<file path="src/rtl/stq_pkg.sv">
// ----------------------------------------------------------------------------
// Sorted timer queue package
// Shared types and codes for the sleep and wakeup timer queue.
// ----------------------------------------------------------------------------
`default_nettype none

package stq_pkg;

  localparam int unsigned WAKE_W      = 64;
  localparam int unsigned PRIO_W      = 6;
  localparam int unsigned OWNER_W     = 8;
  localparam int unsigned TICKS_W     = 32;
  localparam int unsigned KIND_W      = 2;
  localparam int unsigned MAX_RESULTS = 16;
  localparam int unsigned RES_CNT_W   = 4;

  localparam logic CMD_SLEEP = 1'b0;
  localparam logic CMD_TICK  = 1'b1;

  localparam logic [KIND_W-1:0] KIND_ACCEPTED = 2'd0;
  localparam logic [KIND_W-1:0] KIND_FULL     = 2'd1;
  localparam logic [KIND_W-1:0] KIND_WOKEN    = 2'd2;

  typedef struct packed {
    logic               valid;
    logic [WAKE_W-1:0]  wake;
    logic [PRIO_W-1:0]  prio;
    logic [OWNER_W-1:0] owner;
  } entry_t;

  typedef struct packed {
    logic insert;
    logic pop;
  } cell_ctl_t;

endpackage

`default_nettype wire

</file>
<file path="src/rtl/stq_cell.sv">
// ----------------------------------------------------------------------------
// Sorted timer queue cell
// One slot of the sorted chain. It compares a new entry against its own,
// takes the new entry, its lower neighbor or keeps its own on an insert, and
// takes its upper neighbor on a pop.
// ----------------------------------------------------------------------------
`default_nettype none

module stq_cell (
  input  wire                     clk,
  input  wire                     rst_n,
  input  wire stq_pkg::cell_ctl_t ctl,
  input  wire stq_pkg::entry_t    new_ent,
  input  wire stq_pkg::entry_t    prev_ent,
  input  wire                     prev_ins,
  input  wire stq_pkg::entry_t    next_ent,
  output stq_pkg::entry_t         ent,
  output logic                    ins
);

  stq_pkg::entry_t ent_r;
  stq_pkg::entry_t ent_nxt;
  logic            goes_before;

  always_comb begin
    if (new_ent.wake == ent_r.wake) begin
      goes_before = new_ent.prio > ent_r.prio;
    end else begin
      goes_before = $signed(new_ent.wake) < $signed(ent_r.wake);
    end
    ins = !ent_r.valid || goes_before;
  end

  always_comb begin
    ent_nxt = ent_r;
    if (ctl.insert) begin
      if (ins && !prev_ins) begin
        ent_nxt       = new_ent;
        ent_nxt.valid = 1'b1;
      end else if (ins) begin
        ent_nxt = prev_ent;
      end
    end else if (ctl.pop) begin
      ent_nxt = next_ent;
    end
  end

  always_ff @(posedge clk) begin
    if (!rst_n) begin
      ent_r.valid <= 1'b0;
    end else begin
      ent_r <= ent_nxt;
    end
  end

  assign ent = ent_r;

endmodule

`default_nettype wire

</file>
<file path="config.mk">
export PLATFORM = sky130hd
export DESIGN_NAME = stq_cell
export DESIGN_NICKNAME = d
export VERILOG_FILES = /design/src/rtl/stq_pkg.sv /design/src/rtl/stq_cell.sv
export SDC_FILE = /design/constraint.sdc
export NUM_CORES = 1
export LEC_CHECK = 0
export BUFFER_PORTS_ARGS = -buffer_cell sky130_fd_sc_hd__buf_2
export CAP_MARGIN = 20
export CORE_AREA = 2 2 123 125
export CTS_CLUSTER_SIZE = 8
export DETAILED_ROUTE_END_ITERATION = 12
export DIE_AREA = 0 0 125 127
export PLACE_DENSITY = 0.74
export SLEW_MARGIN = 20
export SYNTH_ARGS = -nofsm -noshare
export SYNTH_HDL_FRONTEND = slang
export SYNTH_SLANG_ARGS = --single-unit
</file>
<file path="constraint.sdc">
create_clock -name clk -period 9.3 [get_ports clk]
set_input_delay 1.395 -clock clk [delete_from_list [all_inputs] [get_ports clk]]
set_output_delay 1.395 -clock clk [all_outputs]
set_load 0.03 [all_outputs]
</file>
==> run_results.csv <==
group,metric,value,unit
status,run_status,"complete, no violations",
cts,cts_inserted_buffers,9,
cells_and_area,finalNetCount,1223,
cells_and_area,area_growth,34.6,%
timing,setup_violations,0,
die,die_x_extent,125,µm
power,power,1.15,mW
yosys,synth_sequential_area_ratio,40.3,%
yosys,synthesized_flop_and_latch_total,79,
cells_and_area,finalCoreUtilization,54.7,%
cts,cts_tree,"built",
setup_path,critical_path_peak_fanout,5,
detailed_routing,routedLengthMet1,6820,µm
detailed_routing,route.vias.total,5513,
global_route,grt.total_usage,21.2,%
placement,place_hpwl,13900,µm
cts,resized_gates_after_cts,0,
cts,cts_num_sinks,79,
detailed_routing,post-route-drc-count,0,
yosys,mappedNetlistNets,915,
cells_and_area,design_area,7890,µm²
setup_path,cp.buffers_inverters,3,
cts,post_cts_buffers,0,
die,chipHeight,127,µm
yosys,synthCells,603,
die,fp.coreArea,14400,µm²
placement,post-place-ws,3850,ps
cts,clock_latency,340,ps
yosys,ys.warnings.count,0,
timing,timing.clock.skew,9.96,ps
cts,htree_levels,3,
cts,cts.reportedPaths.clkPinSlew,50,ps
timing,timing.slew.headroom,44.4,%
timing,finalSetupTns,0,ps
timing,finalCritPeriodShare,57.6,%
cells_and_area,final_layout_size_suffix_gt1_share,37.1,%
timing,tightest_slew,834,ps
setup_path,crit_arrival,3960,ps
setup_path,critical_path.top_delay_family,"simple AND/OR/NAND/NOR gates",
detailed_routing,postRouteWirelength,16900,µm
timing,timing_hold_violations_final,0,
setup_path,worstPathCellList,"buf_2 -> ha_1 -> nand4_2 -> nor4_4 -> nand4_1 -> a31oi_1 -> a41oi_1 -> nand2_1 -> xor2_1 -> a21oi_1 -> inv_1 -> buf_2",
setup_path,worstSetupPathType,"input pin to output port",
setup_path,cp-end-kind,"output port",
setup_path,critical_path_required,7910,ps
detailed_routing,viasPerCell,5.00,
detailed_routing,top_layer,"met4",
global_route,globalRouteOverflowTotal,0,
yosys,yosys_most_used_dff,"sky130_fd_sc_hd__edfxtp_1",
cts,clk_root_buffer_cell,"sky130_fd_sc_hd__clkbuf_16",
cts,cts_hold_buf,0,
detailed_routing,drtAntennaViolNets,0,
global_route,grt_pass1_vias,5472,
power,vdd.ir_drop.worst,0.0736,mV
timing,rsz0062_at_grt,"false",
setup_path,cp-start-kind,"input pin",
cells_and_area,layout_commonest_cell,"sky130_fd_sc_hd__buf_2",
cells_and_area,layout_common_cells,"319 x sky130_fd_sc_hd__buf_2, 103 x sky130_fd_sc_hd__a21oi_1, 81 x sky130_fd_sc_hd__nor2_1",
timing,final.min_clock_period,5350,ps
power,static-leakage-power,4.03,nW
detailed_routing,wl_met3,1220,µm
cts,clock_tree.buffer_depth,2,
setup_path,cpMostUsedCell,"sky130_fd_sc_hd__buf_2",
yosys,syn_avg_cell_area,9.73,µm²
detailed_routing,routed_wire_length_per_instance,15.4,µm
yosys,synth_cell_types,40,
global_route,antenna_found_initial,1,
die,rows,44,
detailed_routing,drtIter0Drc,160,
hold_path,min-delay-path-class,"flip-flop to flip-flop",
placement,gpl.final_weighted_congestion,0.791,
timing,maxSlewViolCount,0,
global_route,wire_length_of_the_first_global_routing_pass,26700,µm
yosys,syn-cell-area,5860,µm²
cells_and_area,largest_reg_flops,79,
die,design.die.area,15900,µm²
setup_path,cp_slowest_cell,"sky130_fd_sc_hd__nor4_4",
setup_path,maximum_single_stage_delay_on_the_critical_path,500,ps
timing,maxClockFrequency,187,MHz
placement,detailed_place.area,7580,µm²
detailed_routing,met2WireLength,8590,µm
global_route,grt_max_degree,87,
die,io_pins,322,
timing,final_critical_path_setup_slack,3950,ps
yosys,synthArstFlopShare,0,%
flow_run,cap_violations,0,
power,power.density_cell_area,146,nW/µm²
yosys,synth_edf_count,78,
placement,io_buffer_count,320,
die,start_util,40.7,%
detailed_routing,drt_first_pass_iters,4,
-- report_power, final --
group	internal (mW)	leakage, nW	switching [mW]
registers	0.431	0.743	0.0123
logic	0.134	3.14	0.200
clock network	0.233	0.149	0.138
total	0.798	4.03	0.351
-- metal layers --
metal  vias up  global-route usage, %
met3        25                   5.40
met2       201                   38.9
met4         0                   7.52
met5         -                      0
li1       2814                      -
met1      2473                   23.8
-- area by class of cell --
type / count / area [µm²]
antenna: 2 / 5.00
clock buffer: 11 / 233
clock inverter: 5 / 72.6
fill: 1334 / 6530
inverter: 74 / 278
multi-input combinational: 423 / 3080
sequential: 79 / 2360
tap: 184 / 230
timing repair buffer: 324 / 1630
-- stage by stage --
stage          hold WS (ps)  cells
2_1_floorplan           768    603
3_3_place_gp            724   1084
3_5_place_dp            723   1084
4_1_cts                 732   1100
5_1_grt                 772   1101
6_report                721   1102
-- Yosys cell counts, drive strengths merged, types with 2 or more instances --
library cell  count  area, µm²
a21oi           104        521
nor2             81        304
edfxtp           78       2340
mux2i            78        781
inv              74        278
ha               70        876
clkbuf           18       67.6
nand4            18        119
nand2            14       52.6
nand3            11       55.1
buf               9       97.6
o21ai             9       45.0
a21o              5       37.5
a221oi            4       35.0
nor4              4       40.0
a211oi            2       15.0
a21boi            2       15.0
nand2b            2       12.5
nor2b             2       12.5
nor3              2       10.0
o211ai            2       15.0
-- path summary, 6_finish.rpt --
path / startpoint / end / slack [ps] / cells after the start
setup / recovery: new_ent[77] / ins / 3950 / 12
hold / removal: ent[78] / ent[78] / 720 / 3
setup reg to reg: ent[77] / ent[8] / 5090 / 12
hold reg to reg: ent[78] / ent[78] / 720 / 3
-- logic make-up after synthesis --
group                    Yosys count  synth area share (%)
AND/OR/NAND/NOR                  136                  10.6
multiplexers                      78                  13.3
XOR/XNOR                           1                 0.149
flip-flops                        79                  40.3
adder cells (fa/ha/maj)           70                  14.9
AO/OA/AOI/OAI                    138                  13.2
buffers and inverters            101                  7.55
-- worst register-to-register path, stage by stage (launching register included) --
cell and delay (ps):
sky130_fd_sc_hd__edfxtp_1 340, sky130_fd_sc_hd__inv_1 50, sky130_fd_sc_hd__ha_1 370, sky130_fd_sc_hd__nand4_2 190, sky130_fd_sc_hd__nor4_4 500, sky130_fd_sc_hd__nand4_1 150, sky130_fd_sc_hd__a31oi_1 200, sky130_fd_sc_hd__a41oi_1 130
sky130_fd_sc_hd__nand2_1 170, sky130_fd_sc_hd__xor2_1 160, sky130_fd_sc_hd__a21oi_1 160, sky130_fd_sc_hd__a21oi_4 610, sky130_fd_sc_hd__buf_4 760
(Power assumes the default switching activity.)
